## src/hw/rtl/opfr_pkg.sv

```systemverilog
// ----------------------------------------------------------------------------
// opfr_pkg
// Shared types and constants of the optical preamble frame receiver: field
// widths, window length, reciprocal for the block average, register indexes.
// ----------------------------------------------------------------------------
package opfr_pkg;

   localparam int SAMPLE_BITS  = 10;
   localparam int DATA_BITS    = 4;
   localparam int PREAMBLE_LEN = 4;
   localparam int WINDOW       = 20;

   localparam int THR_BITS    = 10;
   localparam int MARGIN_BITS = 10;
   localparam int CSR_IDX_BITS = 2;
   localparam int CSR_DATA_BITS = 10;

   localparam int SUM_BITS   = $clog2(WINDOW * ((1 << SAMPLE_BITS) - 1) + 1);
   localparam int COUNT_BITS = $clog2(WINDOW + 1);
   localparam int POS_BITS   = $clog2((PREAMBLE_LEN > DATA_BITS) ? PREAMBLE_LEN : DATA_BITS);

   // floor(sum / WINDOW) as (sum * DIV_MUL) >> DIV_SHIFT, exact over the sum range
   localparam int DIV_SHIFT = SUM_BITS + 4;
   localparam int DIV_MUL   = ((1 << DIV_SHIFT) + WINDOW - 1) / WINDOW;
   localparam int MUL_BITS  = DIV_SHIFT - $clog2(WINDOW) + 1;
   localparam int PROD_BITS = SUM_BITS + MUL_BITS;

   localparam logic [THR_BITS-1:0]    THR_RESET      = THR_BITS'(520);
   localparam logic [MARGIN_BITS-1:0] MARGIN_RESET   = MARGIN_BITS'(5);
   localparam logic [PREAMBLE_LEN-1:0] PREAMBLE_RESET = PREAMBLE_LEN'(10);

   typedef logic [SAMPLE_BITS-1:0] sample_type;
   typedef logic [DATA_BITS-1:0]   data_type;
   typedef logic [CSR_IDX_BITS-1:0] csr_idx_type;
   typedef logic [CSR_DATA_BITS-1:0] csr_data_type;

   typedef enum logic [CSR_IDX_BITS-1:0] {
      CSR_INIT_THRESHOLD = 2'd0,
      CSR_NOISE_MARGIN   = 2'd1,
      CSR_PREAMBLE       = 2'd2
   } csr_index_type;

endpackage

```

## src/hw/rtl/opfr_req_if.sv

```systemverilog
// ----------------------------------------------------------------------------
// opfr_req_if
// Sample channel: valid/ready handshake carrying one ADC sample.
// ----------------------------------------------------------------------------
interface opfr_req_if;
   import opfr_pkg::*;

   logic       valid;
   logic       ready;
   sample_type sample;

   modport source (output valid, output sample, input ready);
   modport sink   (input valid, input sample, output ready);

endinterface

```

## src/hw/rtl/opfr_rsp_if.sv

```systemverilog
// ----------------------------------------------------------------------------
// opfr_rsp_if
// Frame result channel: valid/ready handshake carrying one decoded frame.
// ----------------------------------------------------------------------------
interface opfr_rsp_if;
   import opfr_pkg::*;

   logic     valid;
   logic     ready;
   data_type data_bits;
   logic     frame_ok;
   data_type last_good;

   modport source (output valid, output data_bits, output frame_ok, output last_good,
                   input ready);
   modport sink   (input valid, input data_bits, input frame_ok, input last_good,
                   output ready);

endinterface

```

## src/hw/rtl/optical_preamble_frame_receiver.sv

```systemverilog
// ----------------------------------------------------------------------------
// optical_preamble_frame_receiver
// Adaptive threshold slicer with block averaging, preamble hunt, data capture
// and frame check.
// ----------------------------------------------------------------------------
// a frame result is shown from the result register; its last sample passes the sample register first
// throughput: one sample per cycle; the block average updates at acceptance,
//   slicing and framing run in the stage after the sample register
// a stalled result register holds both stages; samples still flow when no
//   result is pending
// reset: synchronous, active high; threshold 520, margin 5, preamble 4'b1010
// ----------------------------------------------------------------------------
module optical_preamble_frame_receiver (
   input  logic                 clock,
   input  logic                 reset,
   opfr_req_if.sink             req,
   opfr_rsp_if.source           rsp,
   input  logic                 csr_we,
   input  opfr_pkg::csr_idx_type  csr_index,
   input  opfr_pkg::csr_data_type csr_wdata
);
   import opfr_pkg::*;

   // configuration
   logic [MARGIN_BITS-1:0]  margin_ff;
   logic [PREAMBLE_LEN-1:0] preamble_ff;

   // block average
   logic [THR_BITS-1:0]   thr_ff, thr_in;
   logic [SUM_BITS-1:0]   sum_ff, sum_in;
   logic [COUNT_BITS-1:0] count_ff, count_in;
   logic [PROD_BITS-1:0]  quot_prod;

   // sample register
   logic       s1_valid_ff, s1_valid_in;
   sample_type s1_sample_ff, s1_sample_in;

   // framing state
   logic                capture_ff, capture_in;
   logic [POS_BITS-1:0] pos_ff, pos_in;
   data_type            bits_ff, bits_in;
   data_type            good_ff, good_in;

   // result register
   logic     rsp_valid_ff, rsp_valid_in;
   data_type rsp_data_ff, rsp_data_in;
   logic     rsp_ok_ff, rsp_ok_in;
   data_type rsp_good_ff, rsp_good_in;

   logic advance;
   logic accept;
   logic level;
   logic pair_ok;
   logic frame_ok;
   logic frame_done;
   data_type bits_new;
   logic [SAMPLE_BITS:0] diff;
   logic [SAMPLE_BITS:0] abs_diff;

   assign advance   = !rsp_valid_ff || rsp.ready;
   assign req.ready = !s1_valid_ff || advance;
   assign accept    = req.valid && req.ready;

   assign quot_prod = PROD_BITS'(sum_ff) * PROD_BITS'(DIV_MUL);

   // block average, updated in acceptance order
   always_comb begin
      sum_in   = sum_ff;
      count_in = count_ff;
      thr_in   = thr_ff;
      if (accept) begin
         if (count_ff < COUNT_BITS'(WINDOW)) begin
            sum_in   = sum_ff + SUM_BITS'(req.sample);
            count_in = count_ff + COUNT_BITS'(1);
         end else begin
            thr_in   = THR_BITS'(quot_prod >> DIV_SHIFT);
            sum_in   = '0;
            count_in = '0;
         end
      end
      // a threshold register write loads the slicing threshold at once
      if (csr_we && (csr_index == CSR_INIT_THRESHOLD)) begin
         thr_in = THR_BITS'(csr_wdata);
      end
   end

   always_comb begin
      s1_valid_in  = s1_valid_ff;
      s1_sample_in = s1_sample_ff;
      if (req.ready) begin
         s1_valid_in  = req.valid;
         s1_sample_in = req.sample;
      end
   end

   // slicer and frame check, threshold already updated by this sample
   assign level    = s1_sample_ff > SAMPLE_BITS'(thr_ff);
   assign bits_new = bits_ff | (DATA_BITS'(level) << pos_ff);
   assign diff     = {1'b0, s1_sample_ff} - (SAMPLE_BITS + 1)'(thr_ff);
   assign abs_diff = diff[SAMPLE_BITS] ? (~diff + 1'b1) : diff;

   always_comb begin
      pair_ok = 1'b1;
      for (int i = 0; i + 1 < DATA_BITS; i += 2) begin
         if (bits_new[i] != bits_new[i+1]) begin
            pair_ok = 1'b0;
         end
      end
   end

   assign frame_ok = pair_ok && !(^bits_new) && !(^(~bits_new))
                     && (abs_diff >= (SAMPLE_BITS + 1)'(margin_ff));
   assign frame_done = capture_ff && (pos_ff == POS_BITS'(DATA_BITS - 1));

   always_comb begin
      capture_in   = capture_ff;
      pos_in       = pos_ff;
      bits_in      = bits_ff;
      good_in      = good_ff;
      rsp_valid_in = rsp_valid_ff && !rsp.ready;
      rsp_data_in  = rsp_data_ff;
      rsp_ok_in    = rsp_ok_ff;
      rsp_good_in  = rsp_good_ff;
      if (s1_valid_ff && advance) begin
         if (!capture_ff) begin
            if (level == preamble_ff[pos_ff]) begin
               if (pos_ff == POS_BITS'(PREAMBLE_LEN - 1)) begin
                  capture_in = 1'b1;
                  pos_in     = '0;
                  bits_in    = '0;
               end else begin
                  pos_in = pos_ff + POS_BITS'(1);
               end
            end else begin
               pos_in = '0;
            end
         end else if (!frame_done) begin
            bits_in = bits_new;
            pos_in  = pos_ff + POS_BITS'(1);
         end else begin
            if (frame_ok) begin
               good_in = bits_new;
            end
            rsp_valid_in = 1'b1;
            rsp_data_in  = bits_new;
            rsp_ok_in    = frame_ok;
            rsp_good_in  = frame_ok ? bits_new : good_ff;
            capture_in   = 1'b0;
            pos_in       = '0;
            bits_in      = '0;
         end
      end
   end

   always_ff @(posedge clock) begin
      if (reset) begin
         margin_ff    <= MARGIN_RESET;
         preamble_ff  <= PREAMBLE_RESET;
         thr_ff       <= THR_RESET;
         sum_ff       <= '0;
         count_ff     <= '0;
         s1_valid_ff  <= 1'b0;
         capture_ff   <= 1'b0;
         pos_ff       <= '0;
         bits_ff      <= '0;
         good_ff      <= '0;
         rsp_valid_ff <= 1'b0;
      end else begin
         sum_ff       <= sum_in;
         count_ff     <= count_in;
         thr_ff       <= thr_in;
         s1_valid_ff  <= s1_valid_in;
         capture_ff   <= capture_in;
         pos_ff       <= pos_in;
         bits_ff      <= bits_in;
         good_ff      <= good_in;
         rsp_valid_ff <= rsp_valid_in;
         if (csr_we) begin
            unique case (csr_index)
               CSR_NOISE_MARGIN:   margin_ff   <= MARGIN_BITS'(csr_wdata);
               CSR_PREAMBLE:       preamble_ff <= PREAMBLE_LEN'(csr_wdata);
               default: ;
            endcase
         end
      end
   end

   always_ff @(posedge clock) begin
      s1_sample_ff <= s1_sample_in;
      rsp_data_ff  <= rsp_data_in;
      rsp_ok_ff    <= rsp_ok_in;
      rsp_good_ff  <= rsp_good_in;
   end

   assign rsp.valid     = rsp_valid_ff;
   assign rsp.data_bits = rsp_data_ff;
   assign rsp.frame_ok  = rsp_ok_ff;
   assign rsp.last_good = rsp_good_ff;

endmodule
```

## src/flat_wrapper.sv

```systemverilog
// flat-port wrapper written by rule: the top's interface ports become plain ports
module optical_preamble_frame_receiver_flat import opfr_pkg::*;
  (clock, reset, csr_we, csr_index, csr_wdata, req_valid, req_sample, req_ready, rsp_valid, rsp_data_bits, rsp_frame_ok, rsp_last_good, rsp_ready);
  opfr_req_if req_i ();
  opfr_rsp_if rsp_i ();
  input  logic clock;
  input  logic reset;
  input  logic csr_we;
  input  opfr_pkg::csr_idx_type csr_index;
  input  opfr_pkg::csr_data_type csr_wdata;
  input wire logic [$bits(req_i.valid)-1:0] req_valid;
  input wire logic [$bits(req_i.sample)-1:0] req_sample;
  output wire logic [$bits(req_i.ready)-1:0] req_ready;
  output wire logic [$bits(rsp_i.valid)-1:0] rsp_valid;
  output wire logic [$bits(rsp_i.data_bits)-1:0] rsp_data_bits;
  output wire logic [$bits(rsp_i.frame_ok)-1:0] rsp_frame_ok;
  output wire logic [$bits(rsp_i.last_good)-1:0] rsp_last_good;
  input wire logic [$bits(rsp_i.ready)-1:0] rsp_ready;
  assign req_i.valid = req_valid;
  assign req_i.sample = req_sample;
  assign req_ready = req_i.ready;
  assign rsp_valid = rsp_i.valid;
  assign rsp_data_bits = rsp_i.data_bits;
  assign rsp_frame_ok = rsp_i.frame_ok;
  assign rsp_last_good = rsp_i.last_good;
  assign rsp_i.ready = rsp_ready;
  optical_preamble_frame_receiver u_core (.clock(clock), .reset(reset), .req(req_i), .rsp(rsp_i), .csr_we(csr_we), .csr_index(csr_index), .csr_wdata(csr_wdata));
endmodule
```

## config.mk

```make
export PLATFORM = sky130hd
export DESIGN_NAME = optical_preamble_frame_receiver_flat
export DESIGN_NICKNAME = d
export VERILOG_FILES = /design/src/hw/rtl/opfr_pkg.sv /design/src/hw/rtl/opfr_req_if.sv /design/src/hw/rtl/opfr_rsp_if.sv /design/src/hw/rtl/optical_preamble_frame_receiver.sv /design/src/flat_wrapper.sv
export SDC_FILE = /design/constraint.sdc
export NUM_CORES = 1
export LEC_CHECK = 0
export ABC_AREA = 1
export BUFFER_PORTS_ARGS = -buffer_cell sky130_fd_sc_hd__buf_2
export CAP_MARGIN = 30
export CORE_UTILIZATION = 40
export DETAILED_ROUTE_END_ITERATION = 12
export PLACE_DENSITY = 0.6
export SLEW_MARGIN = 30
export SYNTH_ARGS = -nofsm -noshare
export SYNTH_HDL_FRONTEND = slang
export SYNTH_SLANG_ARGS = --single-unit
```

## constraint.sdc

```tcl
create_clock -name clock -period 5.4 [get_ports clock]
set_input_delay 1.08 -clock clock [delete_from_list [all_inputs] [get_ports clock]]
set_output_delay 1.08 -clock clock [all_outputs]
set_load 0.01 [all_outputs]
```

==> impl_metrics.xml <==
<?xml version="1.0" encoding="UTF-8"?>
<metrics>
  <group name="global_routing">
    <metric name="grt-busiest-layer" unit="">met2</metric>
    <metric name="initial_antenna_violation_count" unit="">0</metric>
    <metric name="use_met3" unit="%">2.37</metric>
    <metric name="globalRouteOverflowTotal" unit="">0</metric>
    <metric name="met1_usage" unit="%">25.9</metric>
    <metric name="global_route_met2_utilization" unit="%">33.6</metric>
    <metric name="grt_start_max_net_pins" unit="">31</metric>
    <metric name="grt_pass1_vias" unit="">7276</metric>
    <metric name="grt_pass1_wl" unit="um">36000</metric>
    <metric name="gr-usage-all-layers" unit="%">19.4</metric>
  </group>
  <group name="route">
    <metric name="wirelength_routed" unit="um">21400</metric>
    <metric name="route.detailed.drc" unit="">0</metric>
    <metric name="wl_per_cell" unit="um">14.4</metric>
    <metric name="vias_per_cell" unit="">4.98</metric>
    <metric name="drt_initial_violations" unit="">381</metric>
    <metric name="drt-pass1-iter-count" unit="">5</metric>
    <metric name="final_antenna_net_count" unit="">0</metric>
    <metric name="route.vias.total" unit="">7367</metric>
  </group>
  <group name="logic_synthesis">
    <metric name="yosys_warnings" unit="">0</metric>
    <metric name="synth.cell_area" unit="um2">8980</metric>
    <metric name="synth_cells" unit="">1141</metric>
    <metric name="fraction_of_registers_with_async_set_or_reset_after_synthesis" unit="%">0</metric>
    <metric name="yosysSeqAreaShare" unit="%">19.1</metric>
    <metric name="synth.lib_cells_used.distinct" unit="">41</metric>
    <metric name="synth.most_common_cell" unit="">sky130_fd_sc_hd__inv_1</metric>
    <metric name="ys_top_cells_by_count" unit="">240 x sky130_fd_sc_hd__inv_1, 220 x sky130_fd_sc_hd__nand2_1, 152 x sky130_fd_sc_hd__ha_1, 73 x sky130_fd_sc_hd__a21oi_1, 72 x sky130_fd_sc_hd__fa_1</metric>
    <metric name="yosys_register_bits" unit="">76</metric>
    <metric name="synthesis.nets" unit="">1392</metric>
    <metric name="synth_largest_area_cell" unit="">sky130_fd_sc_hd__ha_1</metric>
    <metric name="synth_enable_flop_cells" unit="">19</metric>
    <metric name="post_synth_main_area_contributors" unit="">sky130_fd_sc_hd__ha_1 21%, sky130_fd_sc_hd__fa_1 16%, sky130_fd_sc_hd__dfxtp_1 13%</metric>
    <metric name="post-synth-top-area-fraction" unit="%">21.2</metric>
    <metric name="syn_area_per_cell" unit="um2">7.87</metric>
    <metric name="synth_top_flop_cell" unit="">sky130_fd_sc_hd__dfxtp_1</metric>
  </group>
  <group name="placement">
    <metric name="routabilityCongestion" unit="">0.916</metric>
    <metric name="post-dp-hpwl" unit="um">18300</metric>
    <metric name="io_buffer_count" unit="">37</metric>
    <metric name="detailedPlace.worstSlack" unit="ns">0.186</metric>
  </group>
  <group name="power">
    <metric name="leakage_power" unit="uW">0.00543</metric>
    <metric name="cellPowerDensity" unit="nW/um2">296</metric>
    <metric name="power.ir.vdd_worst" unit="mV">0.140</metric>
  </group>
  <group name="timing">
    <metric name="period_share" unit="%">93.8</metric>
    <metric name="final-max-slew-violation-count" unit="">0</metric>
    <metric name="worst-slew-pin-transition" unit="ns">0.843</metric>
    <metric name="setup_viol" unit="">0</metric>
    <metric name="final-hold-violation-count" unit="">0</metric>
    <metric name="worst_slack" unit="ns">0.337</metric>
    <metric name="slew_headroom" unit="%">43.6</metric>
    <metric name="timing.final.crit_period" unit="ns">5.06</metric>
    <metric name="grt_setup_unrepaired" unit="">no</metric>
    <metric name="fmaxAchievable" unit="MHz">198</metric>
    <metric name="clock-skew-final" unit="ns">0.00841</metric>
    <metric name="final.setup.tns" unit="ns">0</metric>
  </group>
  <group name="floorplan">
    <metric name="chipHeight" unit="um">152</metric>
    <metric name="fp.dieArea" unit="um2">23000</metric>
    <metric name="chipWidth" unit="um">152</metric>
    <metric name="io_pins" unit="">38</metric>
    <metric name="floorplan.rows" unit="">54</metric>
    <metric name="core-area" unit="um2">21900</metric>
    <metric name="initial_core_util" unit="%">41.0</metric>
  </group>
  <group name="cts">
    <metric name="clock_sink_count" unit="">76</metric>
    <metric name="clock_tree.root_cell" unit="">sky130_fd_sc_hd__clkbuf_16</metric>
    <metric name="cts_buffers" unit="">9</metric>
    <metric name="cts_tree" unit="">built</metric>
    <metric name="cts_setup_buffers" unit="">0</metric>
    <metric name="worst_skew_pair.late_latency" unit="ns">0.35</metric>
    <metric name="h_tree_level_count" unit="">3</metric>
    <metric name="clkSlewWorstSetupHoldPaths" unit="ns">0.06</metric>
    <metric name="cts.path.max_buffers" unit="">2</metric>
  </group>
  <group name="layout">
    <metric name="antenna_cells" unit="">0</metric>
    <metric name="post_route_cells_drive_above_1_share" unit="%">9.83</metric>
    <metric name="final_nets" unit="">1446</metric>
    <metric name="utilization" unit="%">45.5</metric>
    <metric name="syn_to_final_growth" unit="%">11.1</metric>
  </group>
  <group name="worst_setup_path">
    <metric name="critical_setup_path_kind" unit="">reg2reg</metric>
    <metric name="path_max_fanout" unit="">4</metric>
    <metric name="crit_arrival" unit="ns">5.34</metric>
    <metric name="worstPathRequired" unit="ns">5.67</metric>
    <metric name="startpoint_type" unit="">register</metric>
    <metric name="worstSetupEndpointType" unit="">register</metric>
  </group>
  <group name="min_path">
    <metric name="hold_path_class" unit="">reg2reg</metric>
  </group>
  <group name="status">
    <metric name="outcome" unit="">finished clean</metric>
  </group>
  <group name="flow_run">
    <metric name="max_cap_viol_count" unit="">0</metric>
  </group>
</metrics>
==> area by class of cell <==
class | count | area [um2]
multi-input combinational | 810 | 6330
clock buffer | 9 | 225
timing repair buffer | 53 | 305
sequential | 76 | 1710
inverter | 245 | 920
clock inverter | 7 | 128
tap | 280 | 350
fill | 2224 | 11900
==> sequential cells by signal, indices dropped and copies added, names as in the netlist <==
| signal | cells |
|---|---|
| u_core.rsp.frame_ok | 1 |
| u_core.preamble_ff | 4 |
| u_core.sum_ff | 15 |
| u_core.margin_ff | 10 |
| u_core.rsp.data_bits | 4 |
| u_core.s1_sample_ff | 10 |
| u_core.count_ff | 5 |
| u_core.s1_valid_ff | 1 |
| u_core.pos_ff | 2 |
| u_core.rsp.valid | 1 |
| u_core.rsp.last_good | 4 |
| u_core.capture_ff | 1 |
| u_core.good_ff | 4 |
| u_core.thr_ff | 10 |
| u_core.bits_ff | 4 |
==> through the flow <==
step | power [uW] | instances | hold WS [ns] | area (um2)
2_1_floorplan | 1820 | 1141 | 0.424 | 8980
3_3_place_gp | 2170 | 1464 | 0.453 | 9590
3_5_place_dp | 2200 | 1464 | 0.454 | 9590
4_1_cts | 2950 | 1480 | 0.464 | 9940
5_1_grt | 3260 | 1480 | 0.482 | 9970
6_report | 2950 | 1480 | 0.463 | 9970
==> logic make-up (layout without fill, tap and decap cells) <==
logic type      count (synthesis)  count (layout)  share of synthesized area, %
buf+inv                       255             314                          10.8
flops                          76              76                          19.1
fa+ha+maj                     224             224                          37.2
simple gates                  386             386                          19.1
compound gates                171             171                          10.9
xor+xnor                       29              29                          2.91
==> final timing paths <==
check	startpoint	end	slack, ns	cells after the start
setup / recovery	u_core.sum_ff[11]$_SDFFE_PP0P_	u_core.thr_ff[5]$_SDFFE_PP0P_	0.34	24
hold / removal	u_core.margin_ff[6]$_SDFFE_PP0P_	u_core.margin_ff[6]$_SDFFE_PP0P_	0.46	2
setup reg to reg	u_core.sum_ff[11]$_SDFFE_PP0P_	u_core.thr_ff[5]$_SDFFE_PP0P_	0.34	24
hold reg to reg	u_core.margin_ff[6]$_SDFFE_PP0P_	u_core.margin_ff[6]$_SDFFE_PP0P_	0.46	2
==> metal layers <==
layer  part of all wire (%)  vias to the layer above
li1                       -                     3775
met1                     48                     3446
met4                    1.1                        0
met5                      0                        -
met2                     48                      131
met3                    3.2                       15
==> critical path, cell delays in order (launching register included) <==
cell and delay, ns:
sky130_fd_sc_hd__dfxtp_1 0.34, sky130_fd_sc_hd__inv_1 0.13, sky130_fd_sc_hd__fa_1 0.55, sky130_fd_sc_hd__inv_1 0.05, sky130_fd_sc_hd__ha_1 0.27, sky130_fd_sc_hd__inv_1 0.05, sky130_fd_sc_hd__fa_1 0.51, sky130_fd_sc_hd__inv_1 0.05
sky130_fd_sc_hd__fa_1 0.46, sky130_fd_sc_hd__fa_1 0.54, sky130_fd_sc_hd__inv_1 0.05, sky130_fd_sc_hd__fa_1 0.53, sky130_fd_sc_hd__inv_1 0.06, sky130_fd_sc_hd__ha_4 0.28, sky130_fd_sc_hd__nand2_1 0.10, sky130_fd_sc_hd__nor2_2 0.12
sky130_fd_sc_hd__inv_1 0.06, sky130_fd_sc_hd__o21ai_0 0.16, sky130_fd_sc_hd__nand2_1 0.07, sky130_fd_sc_hd__nand3_1 0.10, sky130_fd_sc_hd__nand2_1 0.06, sky130_fd_sc_hd__nand2_1 0.07, sky130_fd_sc_hd__xor2_1 0.17, sky130_fd_sc_hd__nand2_1 0.08
sky130_fd_sc_hd__a21oi_1 0.13
==> cell usage in the layout, fill, tap and decap left out, types with 9 or more instances in the layout <==
master and n:
sky130_fd_sc_hd__inv_1 238, sky130_fd_sc_hd__nand2_1 220, sky130_fd_sc_hd__ha_1 151, sky130_fd_sc_hd__a21oi_1 73, sky130_fd_sc_hd__fa_1 72, sky130_fd_sc_hd__nor2_1 57, sky130_fd_sc_hd__dfxtp_1 55, sky130_fd_sc_hd__nand3_1 47
sky130_fd_sc_hd__o21ai_0 47, sky130_fd_sc_hd__buf_2 37, sky130_fd_sc_hd__xor2_1 22, sky130_fd_sc_hd__edfxtp_1 19, sky130_fd_sc_hd__nand2_2 16, sky130_fd_sc_hd__buf_4 16, sky130_fd_sc_hd__nand4_1 11, sky130_fd_sc_hd__a21o_1 11
sky130_fd_sc_hd__clkbuf_16 9
==> timing repair <==
item	4_1_cts	5_1_grt
endpoints found under the setup margin	0	5
resized for setup	0	9
hold buffers	0	0
==> power by group <==
group | switching, uW | total, uW | internal (uW) | leakage (uW)
combinational | 988 | 1590 | 603 | 0.00460
clock | 269 | 729 | 460 | 0.000173
sequential | 19.8 | 626 | 607 | 0.000656
No activity file was read; power rests on OpenSTA's default activity.
